[src/hw/rtl/i2cram_pkg.sv]
`default_nettype none

package i2cram_pkg;

  // Command codes carried on op
  localparam logic [1:0] OpTick  = 2'd0;
  localparam logic [1:0] OpWrite = 2'd1;
  localparam logic [1:0] OpRead  = 2'd2;

  // Configuration register indexes
  localparam logic [2:0] CfgSetup      = 3'd0;
  localparam logic [2:0] CfgWriteBit   = 3'd1;
  localparam logic [2:0] CfgReadBit    = 3'd2;
  localparam logic [2:0] CfgMasterAck  = 3'd3;
  localparam logic [2:0] CfgAckTimeout = 3'd4;

  // Reset values of the timing registers
  localparam logic [7:0] SetupReset      = 8'd4;
  localparam logic [7:0] WriteBitReset   = 8'd2;
  localparam logic [7:0] ReadBitReset    = 8'd50;
  localparam logic [7:0] MasterAckReset  = 8'd5;
  localparam logic [7:0] AckTimeoutReset = 8'd250;

  // Bits per byte on the bus
  localparam logic [3:0] BitsPerByte = 4'd8;

  // Byte sequence positions
  localparam logic [1:0] ByteDev  = 2'd0;
  localparam logic [1:0] ByteReg  = 2'd1;
  localparam logic [1:0] ByteLast = 2'd2;

  typedef enum logic [4:0] {
    PhIdle    = 5'd0,
    PhStartA  = 5'd1,
    PhStartB  = 5'd2,
    PhStartC  = 5'd3,
    PhBitA    = 5'd4,
    PhBitB    = 5'd5,
    PhBitC    = 5'd6,
    PhAckA    = 5'd7,
    PhAckB    = 5'd8,
    PhAckPoll = 5'd9,
    PhRdA     = 5'd10,
    PhRdB     = 5'd11,
    PhNkA     = 5'd12,
    PhNkB     = 5'd13,
    PhStopA   = 5'd14,
    PhStopB   = 5'd15,
    PhStopC   = 5'd16
  } phase_e;

  typedef struct packed {
    logic [7:0] setup;
    logic [7:0] write_bit;
    logic [7:0] read_bit;
    logic [7:0] master_ack;
    logic [7:0] ack_timeout;
  } cfg_t;

  typedef struct packed {
    phase_e     phase;
    logic [7:0] tick_cnt;
    logic [3:0] bit_cnt;
    logic [1:0] byte_idx;
    logic [7:0] shift;
    logic       is_read;
    logic [6:0] dev_addr;
    logic [7:0] reg_addr;
    logic [7:0] wdata;
    logic [7:0] read_byte;
    logic       err;
  } state_t;

  typedef struct packed {
    logic       scl;
    logic       sda_out;
    logic       sda_drive;
    logic       busy;
    logic       done;
    logic       ack_error;
    logic [7:0] rdata;
  } res_t;

endpackage

`default_nettype wire

[src/hw/rtl/i2cram_step.sv]
`default_nettype none

// One tick or command of the bus sequencer: next state and the line levels
module i2cram_step (
  input  var i2cram_pkg::state_t cur_i,
  input  var i2cram_pkg::cfg_t   cfg_i,
  input  wire logic [1:0]        op_i,
  input  wire logic [6:0]        dev_addr_i,
  input  wire logic [7:0]        reg_addr_i,
  input  wire logic [7:0]        wdata_i,
  input  wire logic              sda_in_i,
  output i2cram_pkg::state_t     nxt_o,
  output i2cram_pkg::res_t       res_o
);

  logic [7:0] dur;
  logic [7:0] tick_inc;
  logic       elapsed;
  logic [3:0] bit_inc;
  logic [7:0] shift_in;
  logic       done;

  // Phase duration selection and the shared tick comparator
  always_comb begin
    case (cur_i.phase)
      i2cram_pkg::PhBitA, i2cram_pkg::PhBitB, i2cram_pkg::PhBitC: dur = cfg_i.write_bit;
      i2cram_pkg::PhRdA, i2cram_pkg::PhRdB:                       dur = cfg_i.read_bit;
      i2cram_pkg::PhNkA, i2cram_pkg::PhNkB:                       dur = cfg_i.master_ack;
      default:                                                    dur = cfg_i.setup;
    endcase
  end

  assign tick_inc = cur_i.tick_cnt + 8'd1;
  assign elapsed  = tick_inc >= dur;
  assign bit_inc  = cur_i.bit_cnt + 4'd1;
  assign shift_in = {cur_i.shift[6:0], sda_in_i};

  // Next state
  always_comb begin
    nxt_o = cur_i;
    done  = 1'b0;
    if (cur_i.phase == i2cram_pkg::PhIdle) begin
      if (op_i == i2cram_pkg::OpWrite || op_i == i2cram_pkg::OpRead) begin
        nxt_o.dev_addr = dev_addr_i;
        nxt_o.reg_addr = reg_addr_i;
        nxt_o.wdata    = wdata_i;
        nxt_o.is_read  = (op_i == i2cram_pkg::OpRead);
        nxt_o.err      = 1'b0;
        nxt_o.byte_idx = i2cram_pkg::ByteDev;
        nxt_o.bit_cnt  = 4'd0;
        nxt_o.shift    = 8'd0;
        nxt_o.phase    = i2cram_pkg::PhStartA;
        nxt_o.tick_cnt = 8'd0;
      end
    end else begin
      case (cur_i.phase)
        i2cram_pkg::PhStartA, i2cram_pkg::PhStartB, i2cram_pkg::PhBitA,
        i2cram_pkg::PhBitB, i2cram_pkg::PhAckA, i2cram_pkg::PhAckB,
        i2cram_pkg::PhRdA, i2cram_pkg::PhNkA, i2cram_pkg::PhNkB,
        i2cram_pkg::PhStopA, i2cram_pkg::PhStopB: begin
          nxt_o.tick_cnt = tick_inc;
          if (elapsed) begin
            nxt_o.tick_cnt = 8'd0;
            case (cur_i.phase)
              i2cram_pkg::PhStartA: nxt_o.phase = i2cram_pkg::PhStartB;
              i2cram_pkg::PhStartB: nxt_o.phase = i2cram_pkg::PhStartC;
              i2cram_pkg::PhBitA:   nxt_o.phase = i2cram_pkg::PhBitB;
              i2cram_pkg::PhBitB:   nxt_o.phase = i2cram_pkg::PhBitC;
              i2cram_pkg::PhAckA:   nxt_o.phase = i2cram_pkg::PhAckB;
              i2cram_pkg::PhAckB:   nxt_o.phase = i2cram_pkg::PhAckPoll;
              i2cram_pkg::PhRdA:    nxt_o.phase = i2cram_pkg::PhRdB;
              i2cram_pkg::PhNkA:    nxt_o.phase = i2cram_pkg::PhNkB;
              i2cram_pkg::PhNkB:    nxt_o.phase = i2cram_pkg::PhStopA;
              i2cram_pkg::PhStopA:  nxt_o.phase = i2cram_pkg::PhStopB;
              default:              nxt_o.phase = i2cram_pkg::PhStopC;
            endcase
          end
        end
        i2cram_pkg::PhStartC: begin
          nxt_o.tick_cnt = tick_inc;
          if (elapsed) begin
            // address byte, read bit set on the second address phase
            nxt_o.shift    = {cur_i.dev_addr, cur_i.byte_idx == i2cram_pkg::ByteLast};
            nxt_o.bit_cnt  = 4'd0;
            nxt_o.phase    = i2cram_pkg::PhBitA;
            nxt_o.tick_cnt = 8'd0;
          end
        end
        i2cram_pkg::PhBitC: begin
          nxt_o.tick_cnt = tick_inc;
          if (elapsed) begin
            nxt_o.shift    = {cur_i.shift[6:0], 1'b0};
            nxt_o.bit_cnt  = bit_inc;
            nxt_o.phase    = (bit_inc >= i2cram_pkg::BitsPerByte) ?
                             i2cram_pkg::PhAckA : i2cram_pkg::PhBitA;
            nxt_o.tick_cnt = 8'd0;
          end
        end
        i2cram_pkg::PhAckPoll: begin
          if (!sda_in_i) begin
            // target acked: pick the next step of the sequence
            nxt_o.tick_cnt = 8'd0;
            if (cur_i.byte_idx == i2cram_pkg::ByteDev) begin
              nxt_o.byte_idx = i2cram_pkg::ByteReg;
              nxt_o.shift    = cur_i.reg_addr;
              nxt_o.bit_cnt  = 4'd0;
              nxt_o.phase    = i2cram_pkg::PhBitA;
            end else if (cur_i.byte_idx == i2cram_pkg::ByteReg) begin
              nxt_o.byte_idx = i2cram_pkg::ByteLast;
              if (cur_i.is_read) begin
                nxt_o.phase = i2cram_pkg::PhStartA;
              end else begin
                nxt_o.shift   = cur_i.wdata;
                nxt_o.bit_cnt = 4'd0;
                nxt_o.phase   = i2cram_pkg::PhBitA;
              end
            end else if (cur_i.is_read) begin
              nxt_o.bit_cnt = 4'd0;
              nxt_o.shift   = 8'd0;
              nxt_o.phase   = i2cram_pkg::PhRdA;
            end else begin
              nxt_o.phase = i2cram_pkg::PhStopA;
            end
          end else if (cur_i.tick_cnt >= cfg_i.ack_timeout) begin
            nxt_o.err      = 1'b1;
            nxt_o.phase    = i2cram_pkg::PhStopA;
            nxt_o.tick_cnt = 8'd0;
          end else begin
            nxt_o.tick_cnt = tick_inc;
          end
        end
        i2cram_pkg::PhRdB: begin
          nxt_o.tick_cnt = tick_inc;
          if (elapsed) begin
            nxt_o.shift    = shift_in;
            nxt_o.bit_cnt  = bit_inc;
            nxt_o.tick_cnt = 8'd0;
            if (bit_inc >= i2cram_pkg::BitsPerByte) begin
              nxt_o.read_byte = shift_in;
              nxt_o.phase     = i2cram_pkg::PhNkA;
            end else begin
              nxt_o.phase = i2cram_pkg::PhRdA;
            end
          end
        end
        i2cram_pkg::PhStopC: begin
          nxt_o.tick_cnt = tick_inc;
          if (elapsed) begin
            nxt_o.phase    = i2cram_pkg::PhIdle;
            nxt_o.tick_cnt = 8'd0;
            done           = 1'b1;
          end
        end
        default: begin
          nxt_o.phase    = i2cram_pkg::PhIdle;
          nxt_o.tick_cnt = 8'd0;
        end
      endcase
    end
  end

  // Line levels and status after this step
  always_comb begin
    res_o.sda_drive = 1'b1;
    res_o.sda_out   = 1'b1;
    res_o.scl       = 1'b1;
    case (nxt_o.phase)
      i2cram_pkg::PhStartB: begin
        res_o.sda_out = 1'b0;
      end
      i2cram_pkg::PhStartC, i2cram_pkg::PhStopA: begin
        res_o.sda_out = 1'b0;
        res_o.scl     = 1'b0;
      end
      i2cram_pkg::PhBitA, i2cram_pkg::PhBitC: begin
        res_o.sda_out = nxt_o.shift[7];
        res_o.scl     = 1'b0;
      end
      i2cram_pkg::PhBitB: begin
        res_o.sda_out = nxt_o.shift[7];
      end
      i2cram_pkg::PhAckA, i2cram_pkg::PhRdA: begin
        res_o.sda_drive = 1'b0;
        res_o.scl       = 1'b0;
      end
      i2cram_pkg::PhAckB, i2cram_pkg::PhAckPoll, i2cram_pkg::PhRdB: begin
        res_o.sda_drive = 1'b0;
      end
      i2cram_pkg::PhNkA: begin
        res_o.scl = 1'b0;
      end
      i2cram_pkg::PhStopB: begin
        res_o.sda_out = 1'b0;
      end
      default: begin
        res_o.sda_drive = 1'b1;
      end
    endcase
    res_o.busy      = nxt_o.phase != i2cram_pkg::PhIdle;
    res_o.done      = done;
    res_o.ack_error = nxt_o.err;
    res_o.rdata     = nxt_o.read_byte;
  end

endmodule

`default_nettype wire

[src/hw/rtl/i2c_register_access_master_core.sv]
`default_nettype none

// Channel   Direction  Handshake                 Payload
// in        input      in_valid_i / in_ready_o   op, dev_addr, reg_addr, wdata, sda_in
// out       output     out_valid_o / out_ready_i scl, sda_out, sda_drive, busy_res,
//                                                done_res, ack_error, rdata
// cfg       input      cfg_we_i (no wait)        cfg_index_i, cfg_wdata_i
//
// One item per cycle unless out_ready_i stalls the output: every accepted item
// updates the sequencer state and the output register in the same edge.
// Input is taken whenever the output register is empty or being drained.
// Reset returns the timing registers to their defaults and the sequencer to idle;
// the line outputs are not reset (idle drives SCL high, SDA driven high).
module i2c_register_access_master_core (
  input  wire logic       clk_i,
  input  wire logic       rst_ni,
  input  wire logic       in_valid_i,
  output logic            in_ready_o,
  input  wire logic [1:0] op_i,
  input  wire logic [6:0] dev_addr_i,
  input  wire logic [7:0] reg_addr_i,
  input  wire logic [7:0] wdata_i,
  input  wire logic       sda_in_i,
  output logic            out_valid_o,
  input  wire logic       out_ready_i,
  output logic            scl_o,
  output logic            sda_out_o,
  output logic            sda_drive_o,
  output logic            busy_res_o,
  output logic            done_res_o,
  output logic            ack_error_o,
  output logic [7:0]      rdata_o,
  input  wire logic       cfg_we_i,
  input  wire logic [2:0] cfg_index_i,
  input  wire logic [7:0] cfg_wdata_i
);

  i2cram_pkg::cfg_t   cfg_q;
  i2cram_pkg::state_t state_q, state_d;
  i2cram_pkg::res_t   res_q, res_d;
  logic               out_valid_q;
  logic               in_xfer;

  assign in_ready_o = !out_valid_q || out_ready_i;
  assign in_xfer    = in_valid_i && in_ready_o;

  // Timing registers
  always_ff @(posedge clk_i or negedge rst_ni) begin
    if (!rst_ni) begin
      cfg_q.setup       <= i2cram_pkg::SetupReset;
      cfg_q.write_bit   <= i2cram_pkg::WriteBitReset;
      cfg_q.read_bit    <= i2cram_pkg::ReadBitReset;
      cfg_q.master_ack  <= i2cram_pkg::MasterAckReset;
      cfg_q.ack_timeout <= i2cram_pkg::AckTimeoutReset;
    end else if (cfg_we_i) begin
      case (cfg_index_i)
        i2cram_pkg::CfgSetup:      cfg_q.setup       <= cfg_wdata_i;
        i2cram_pkg::CfgWriteBit:   cfg_q.write_bit   <= cfg_wdata_i;
        i2cram_pkg::CfgReadBit:    cfg_q.read_bit    <= cfg_wdata_i;
        i2cram_pkg::CfgMasterAck:  cfg_q.master_ack  <= cfg_wdata_i;
        i2cram_pkg::CfgAckTimeout: cfg_q.ack_timeout <= cfg_wdata_i;
        default: ;
      endcase
    end
  end

  i2cram_step u_step (
    .cur_i      (state_q),
    .cfg_i      (cfg_q),
    .op_i       (op_i),
    .dev_addr_i (dev_addr_i),
    .reg_addr_i (reg_addr_i),
    .wdata_i    (wdata_i),
    .sda_in_i   (sda_in_i),
    .nxt_o      (state_d),
    .res_o      (res_d)
  );

  // Sequencer state
  always_ff @(posedge clk_i or negedge rst_ni) begin
    if (!rst_ni) begin
      state_q.phase     <= i2cram_pkg::PhIdle;
      state_q.tick_cnt  <= 8'd0;
      state_q.bit_cnt   <= 4'd0;
      state_q.byte_idx  <= i2cram_pkg::ByteDev;
      state_q.shift     <= 8'd0;
      state_q.is_read   <= 1'b0;
      state_q.dev_addr  <= 7'd0;
      state_q.reg_addr  <= 8'd0;
      state_q.wdata     <= 8'd0;
      state_q.read_byte <= 8'd0;
      state_q.err       <= 1'b0;
    end else if (in_xfer) begin
      state_q <= state_d;
    end
  end

  // Output register
  always_ff @(posedge clk_i or negedge rst_ni) begin
    if (!rst_ni) begin
      out_valid_q <= 1'b0;
    end else if (in_ready_o) begin
      out_valid_q <= in_valid_i;
    end
  end

  always_ff @(posedge clk_i) begin
    if (in_xfer) begin
      res_q <= res_d;
    end
  end

  assign out_valid_o = out_valid_q;
  assign scl_o       = res_q.scl;
  assign sda_out_o   = res_q.sda_out;
  assign sda_drive_o = res_q.sda_drive;
  assign busy_res_o  = res_q.busy;
  assign done_res_o  = res_q.done;
  assign ack_error_o = res_q.ack_error;
  assign rdata_o     = res_q.rdata;

endmodule

`default_nettype wire

[config.mk]
export PLATFORM = sky130hd
export DESIGN_NAME = i2c_register_access_master_core
export DESIGN_NICKNAME = d
export VERILOG_FILES = /design/src/hw/rtl/i2cram_pkg.sv /design/src/hw/rtl/i2cram_step.sv /design/src/hw/rtl/i2c_register_access_master_core.sv
export SDC_FILE = /design/constraint.sdc
export NUM_CORES = 1
export LEC_CHECK = 0
export ABC_AREA = 1
export CORE_MARGIN = 3
export CORE_UTILIZATION = 40
export DETAILED_ROUTE_END_ITERATION = 12
export DONT_BUFFER_PORTS = 1
export PLACE_DENSITY = 0.51
export SYNTH_ARGS = -nofsm -noshare
export SYNTH_HDL_FRONTEND = slang
export SYNTH_SLANG_ARGS = --single-unit
[constraint.sdc]
create_clock -name clk_i -period 5.97 [get_ports clk_i]
set_input_delay 1.194 -clock clk_i [delete_from_list [all_inputs] [get_ports clk_i]]
set_output_delay 1.194 -clock clk_i [all_outputs]
set_load 0.1 [all_outputs]
## Word level (Yosys, flattened, before mapping)

Memory sizes are Yosys's and may differ from the RTL's.
Cells that the tools add are included.

- ROM bits: 80
- Logic and storage cells: 153
- Register bits after elaboration: 115
- Output and inout bits: 16
- Input port bits: 42
- Memories kept: 1

- Mux-type cells: 47
- Eq/ne operators: 45
- Magnitude comparators: 3
- Reductions and logical operators: 29
- Add/subtract/negate cells: 2
- Bitwise logic cells: 1

Memories:

| name | depth | bits a word | rd ports | clocked after memory_dff | write ports | RTL line | RTL |
|---|---|---|---|---|---|---|---|
| (name not given) | 16 | 5 | 1 | 0 | 0 | i2cram_step.sv:64 | `case (cur_i.phase)` |

Operators with widths:

| operator | number |
|---|---|
| 8-bit two-way mux | 11 |
| 13-bit case mux with 6 select lines | 1 |
| 5-bit by 4-bit equality test with 1-bit output (second input constant) | 15 |
| 17-bit two-way mux | 3 |
| 51-bit two-way mux | 1 |
| 5-bit by 3-bit equality test with 1-bit output (second input constant) | 8 |
| 13-bit two-way mux | 3 |
| 8-bit case mux with 4 select lines | 1 |
| 14-bit two-way mux | 2 |
| 27-bit two-way mux | 1 |
| 8-bit case mux with 3 select lines | 1 |
| 5-bit by 2-bit equality test with 1-bit output (second input constant) | 4 |
| 8-bit >= comparator | 2 |
| 4-bit two-way mux | 4 |
| 4-bit case mux with 4 select lines | 1 |
| 5-bit two-way mux | 3 |
| 2-bit AND reduction | 6 |
| 11-bit OR reduction | 1 |
| 5-bit nonzero test | 2 |
| 3-bit two-way mux | 3 |
| 3-bit by 1-bit != test with 1-bit output (second input constant) | 3 |
| 9-bit AND reduction | 1 |
| 8-bit by 1-bit adder with 8-bit output (second input constant) | 1 |
| 1-bit two-way mux | 8 |
| other kinds (32) | 41 |

## Depth between registers and ports, before layout

Gate-level depths: netlist (run 1).

- Depth in word-level cells: 10
- Gate-level depth with buffers: 30
- Depth with buffers taken out: 29

## Modules after synthesis

Synthesis (run 1) repeated with hierarchy kept, for this count alone.

- Cells, all modules: 1031
- Area, all modules: 7365.8 um^2

Modules (own cells, without submodules):

| module | seq. area each (um^2) | cells each | times used | area each (um^2) |
|---|---|---|---|---|
| i2c_register_access_master_core | 2964.1 | 461 | 1 | 4486.8 |
| i2cram_step | 0.0 | 570 | 1 | 2879.0 |

## Worst setup path after synthesis (run 1)

Ideal clock, no wire load.

- Path kind: reg-to-reg
- Start: register state_q[55] in the netlist's numbering
- End: register res_q, in the netlist sda_out_o, data pin
- Arrival: 3404 ps
- Required time: 5718 ps
- Setup slack: 2313 ps
- Buffers on the path: 1
- Stages on the path, launching flop included: 24
- Setup time: 252 ps
- Clock period less this slack: 3657 ps
- Cells stage by stage: dfrtp_1 inv_1 ha_1 nor2_1 nand2_1 nand2_1 clkinv_1 nor3_4 mux2i_1 ha_1 a21o_1 nor2_2 nand2_2 buf_6 o21ai_1 nand3_2 nand3_2 inv_1 nor2_1 nand3_1 nand2_1 nand2_2 nand3_2 nand2_1

RTL lines:

| item | RTL line | RTL |
|---|---|---|
| from (decl) | i2c_register_access_master_core.sv:39 | `i2cram_pkg::state_t state_q, state_d;` |
| from (signal assigned) | i2c_register_access_master_core.sv:94 | `state_q <= state_d;` |
| to (signal assigned) | i2c_register_access_master_core.sv:109 | `res_q <= res_d;` |
| to (decl) | i2c_register_access_master_core.sv:40 | `i2cram_pkg::res_t res_q, res_d;` |

==> results of run 1 <==
==> per-layer routing <==
layer / vias up / part of all wire
met4: 0 / 0.014
li1: 2585 / -
met3: 21 / 0.052
met2: 124 / 0.41
met1: 2432 / 0.52
met5: - / 0
==> cell usage after synthesis (all sizes together) <==
cell type and instances:
nand2 296, o21ai 93, dfrtp 88, inv 86, nand3 43, nor2 38
ha 24, a21oi 19, edfxtp 14, dfstp 13, buf 12, clkbuf 10
nand4 8, nor3 8, xor2 8, a32o 6, clkinv 4, mux2i 4
o22ai 4, a21o 3, a221oi 3, o211ai 3, a22o 2, a31oi 1
o21a 1, o21bai 1, o31ai 1, o32ai 1, o41ai 1
==> layout make-up <==
cell class,count,area [um^2]
fillers,1577,8320
inverters,90,343
clock buffers,23,478
clock inverters,9,81.3
multi-input cells,568,3020
flip-flops and latches,115,2960
well taps,211,264
repair buffers,2,15.0
==> worst min-delay path, stage by stage, from the launching register on <==
cell and delay [ps]:
dfrtp_1 340, nand2_1 60, nand2_1 50
==> power by group <==
group | switching [uW] | leakage, uW | internal [uW]
sequential | 244 | 0.00141 | 995
clock | 356 | 0.000269 | 602
combinational | 636 | 0.00178 | 289
==> stage by stage <==
step	utilization	hold slack (ps)	setup WS, ps	cells	cell area (um^2)
floorplan	-	442	2310	795	6460
CTS	0.463	457	1310	1018	7160
global route	0.463	448	864	1018	7160
finish	0.463	472	1270	1018	7160
global placement	0.427	459	1460	986	6610
detailed placement	0.427	460	1330	986	6610
==> sequential cells by signal, summed over array words and instances, names as in the netlist <==
| name | cells |
|---|---|
| sda_drive_o | 1 |
| out_valid_o | 1 |
| busy_res_o | 1 |
| rdata_o | 8 |
| ack_error_o | 1 |
| sda_out_o | 1 |
| cfg_q | 40 |
| scl_o | 1 |
| done_res_o | 1 |
| state_q | 60 |
==> cells by family after synthesis <==
family,after synthesis,synth area share
flops,115,0.459
compound gates,139,0.133
simple gates,393,0.271
xor+xnor,8,0.0108
mux,4,0.00620
buf+inv,112,0.0736
fa+ha+maj,24,0.0465
==> worst max-delay path by stage <==
stage | startpoint | to | slack, ps | depth (start not counted)
floorplan | state_q[55] | sda_out_o | 2310 | 23
global placement | state_q[55] | scl_o | 1460 | 23
detailed placement | state_q[55] | scl_o | 1330 | 23
CTS | state_q[55] | scl_o | 1310 | 23
global route | state_q[55] | sda_out_o | 860 | 27
finish | state_q[55] | scl_o | 1270 | 23
==> impl_metrics.ini, run 1 <==
[worst_setup_path]
path_max_fanout = 22
r2r_slack_ps = 1270
cp-start-kind = flip-flop
max_stage_delay_ps = 520
critical_path_class = reg -> reg
cp_top_family = simple AND/OR/NAND/NOR gates
r2r_start = state_q[55]
crit_chain = inv_1 > ha_1 > nor2_1 > nand2_1 > nand2_1 > clkinv_1 > nor3_4 > mux2i_1 > ha_1 > nand2_1 > nor2_1 > nor2_1 > nand2_1 > nand2_1 > nand2_2 > inv_1 > nand2_1 > nand3_2 > nand3_2 > nor3_2 > nand3_1 > o211ai_1 > nor2_2
cp_slowest_cell = dfrtp_1
rr_worst_depth = 23
cp_data_arrival_time_ps = 4870
r2r-end = scl_o
path_buf_inv = 3
crit_top_cell = nand2_1
end_kind = flip-flop
required_ps = 6140

[detailed_routing]
viasPerCell = 5.07
vias = 5162
remaining_drc_errors = 0
dr.pass1.iters = 5
wl_per_cell_um = 15.8
drt_wl_total_um = 16100
first_iter_violations = 380
final_antenna_net_count = 0

[global_route]
use_met2 = 0.260
grt_util_met3 = 0.0502
grt-ovfl-total = 0
grt_pass1_vias = 4847
grt_max_degree = 102
grt_pass1_wl_um = 26200
globalRoute.busiestLayer = met1
antenna_found_initial = 0
gr-usage-met1 = 0.286
gr-usage-all-layers = 0.188

[floorplan]
start_util = 0.417
die_area_um2 = 17700
io_pins = 58
placeableCoreArea_um2 = 15500
die_width_um = 133
rows = 45
fp.dieH_um = 133

[outcome]
status = completed

[cells_and_area]
layout_common_cells = nand2_1 (280), dfrtp_1 (88), o21ai_0 (81), inv_1 (75), nand3_1 (35)
drive_gt1_frac = 0.141
syn2layout_area_growth_pct = 10.9
final_common_cell = nand2_1
n_antenna_cell = 0
final_nets = 860

[placement]
place.port_buffers = 0
gp_congestion = 0.924
dp_hpwl_um = 11700

[pwr]
leakage_uw = 0.00346
p_total_uw = 3120
power_density_nw_per_um2 = 436
ir_drop_mv = 0.202

[timing]
clock_skew_ps = 16.9
period_share = 0.787
relSlewSlack = 0.360
hold_viol_final = 0
tightest_slew_ps = 958
rsz0062_at_grt = false
timing.final.crit_period_ps = 4700
fmax_mhz = 213
tns_ps = 0
maxSlewViolCount = 0
setup_viol = 0

[worst_hold_path]
hold_path_end = state_q[19]
hold_path_startpoint = state_q[19]
hp-class = reg -> reg
worstHoldPathCells = 2

[synth]
yosys-top-cells-area = dfrtp_1 (34%), nand2_1 (16%), edfxtp_1 (6.5%)
synth_area_um2 = 6460
yosys.area.top_type = dfrtp_1
syn_area_per_cell_um2 = 8.12
synthCells = 795
syn-num-nets = 861
ys_warn_count = 0
seq_area_frac_synth = 0.459
ys_ff_latch = 115
ys_types = 47
yosysTopAreaCellShare = 0.341

[clock_tree]
clk_latency_ps = 420
ctsHoldBuffers = 0
clk_path_buf_depth = 2
cts_tree = built
clk_pin_slew_ps = 60
cts.sink_count = 115
cts-resized-gates = 0
post_cts.repair.setup_buffers = 0
cts_buffers = 17
cts-root-buf = clkbuf_16
h-tree-depth = 4

[run]
drv_cap = 0
Note: power is estimated with default switching activity, not from simulation.
==> run 2: changes to the inputs <==
Settings changed: PLACE_DENSITY 0.51 to 0.53.
Clock period 5.97 ns to 3.9 ns, I/O delays scaled along.
==> run 2 against run 1 <==
Effect of this change: design area up 4.2%; global-route usage fell by 0.75 points; critical path type unchanged; sequential cell count unchanged; critical endpoint is now sda_out_o; first-iteration DRC count increased by 14%; count of clock-buffer cells in the layout down 2; hold slack got worse by 410 ps; clock power up 65%.
==> impl_metrics.ini, run 2 (synthesis results as in run 1) <==
[cells_and_area]
postLayoutCoreUtil = 0.482
syn2layout_area_growth_pct = 15.6
final_common_cell = nand2_1
drive_gt1_frac = 0.179
final_nets = 882
multi_input_area_um2 = 3090
layout_common_cells = nand2_1 (279), dfrtp_1 (86), o21ai_0 (81), inv_1 (73), nand3_1 (35)
regMostFlops = state_q
filler_cell_count = 1464
n_antenna_cell = 0
seq_area_um2 = 2970
largest_reg_flops = 60

[pwr]
p_sw_frac = 0.387
power_frac_seq = 0.375
leakage_uw = 0.00362
p_total_uw = 5020
ir_drop_mv = 0.474
power_density_nw_per_um2 = 672
switchingPower_uw = 1940
p_clk_frac = 0.314
p_int_uw = 3080
comb_power_share = 0.311

[outcome]
status = completed

[timing]
clock_skew_ps = 10.3
rsz0062_at_grt = false
tns_ps = 0
maxSlewViolCount = 0
fmax_mhz = 270
period_share = 0.951
setup_viol = 0
timing.final.crit_period_ps = 3710
relSlewSlack = 0.398
hold_viol_final = 0
tightest_slew_ps = 905

[floorplan]
io_pins = 58
start_util = 0.417
placeableCoreArea_um2 = 15500
rows = 45
fp.dieH_um = 133
die_area_um2 = 17700
die_width_um = 133

[worst_setup_path]
cp-start-kind = flip-flop
cp_data_arrival_time_ps = 3880
required_ps = 4070
r2r_start = state_q[56]
rr_worst_depth = 22
r2r-end = sda_out_o
end_kind = flip-flop
r2r_slack_ps = 190
path_max_fanout = 7
critical_path_class = reg -> reg

[clock_tree]
clk_path_buf_depth = 2
h-tree-depth = 4
cts-root-buf = clkbuf_16
ctsHoldBuffers = 0
clk_latency_ps = 410
cts_buffers = 17
clk_pin_slew_ps = 60
cts_tree = built
cts.sink_count = 115

[placement]
dp_hpwl_um = 11300
place.port_buffers = 0
gp_congestion = 0.919

[detailed_routing]
viasPerCell = 5.02
drt_wl_total_um = 15700
dr.pass1.iters = 4
wl_per_cell_um = 15.1
remaining_drc_errors = 0
final_antenna_net_count = 0
vias = 5217
first_iter_violations = 434

[global_route]
grt_pass1_wl_um = 25600
gr-usage-all-layers = 0.181
grt_max_degree = 102
antenna_found_initial = 0
grt-ovfl-total = 0
grt_pass1_vias = 4957

[run]
drv_cap = 0

[worst_hold_path]
hp-class = in -> async
[run 2: worst max path at each step]
| stage | start | endpoint | slack, ps |
|---|---|---|---|
| 2_1_floorplan | state_q[55] | sda_out_o | 240 |
| 3_3_place_gp | state_q[56] | scl_o | 30 |
| 3_5_place_dp | state_q[56] | scl_o | -110 |
| 4_1_cts | state_q[56] | scl_o | 30 |
| 5_1_grt | state_q[55] | sda_out_o | 3 |
| 6_report | state_q[56] | sda_out_o | 190 |
[run 2: critical path, stage by stage, from the launching register on]
cell and delay [ps]:
dfrtp_2 450, ha_1 240, nand2_2 130, nor2_2 60, a31oi_1 180, inv_2 80
nor3_4 210, buf_12 150, mux2i_1 230, ha_1 280, a21o_1 210, nor2_4 160
nand2_2 130, o21ai_1 130, nand3_2 130, nand3_4 130, inv_1 50, nor2_1 150
nand3_1 100, nand2_1 80, nand2_2 60, nand3_2 60, nand2_1 50
[run 2: area by class of cell]
type,count,share of cell area
Tap cell,211,0.0354
Inverter,90,0.0459
Timing Repair Buffer,23,0.0258
Sequential cell,115,0.397
Clock inverter,11,0.0168
Multi-Input combinational cell,569,0.414
Clock buffer,21,0.0645
[run 2: per-layer routing]
metal | share of wire | track usage | up-vias | wire length [um]
li1 | - | - | 2635 | -
met1 | 0.52 | 0.278 | 2429 | 8210
met2 | 0.41 | 0.249 | 132 | 6530
met3 | 0.046 | 0.0422 | 21 | 719
met4 | 0.018 | 0.0566 | 0 | 290
met5 | 0 | 0 | - | 0
[run 2: power by group through the flow]
stage	logic [uW]	clock network, uW	registers (uW)
2_1_floorplan	1200	0	1830
3_3_place_gp	1460	0	1890
3_5_place_dp	1480	0	1890
4_1_cts	1500	1620	1880
5_1_grt	1770	1670	1910
6_report	1560	1580	1880
[run 2: repair_timing]
action	CTS	global route
pin swaps	1	4
cloned	0	1
resized for setup	3	17
buffers inserted	2	2
endpoints found under the setup margin	3	40
[run 2: metrics by stage]
step	cells	cell area [um^2]	setup WS, ps	hold slack, ps
floorplan	795	6460	243	442
global placement	1003	6730	31.4	459
detailed placement	1003	6730	-108	464
CTS	1037	7380	28.6	45.4
global route	1040	7470	2.96	38.8
finish	1040	7470	190	63.0
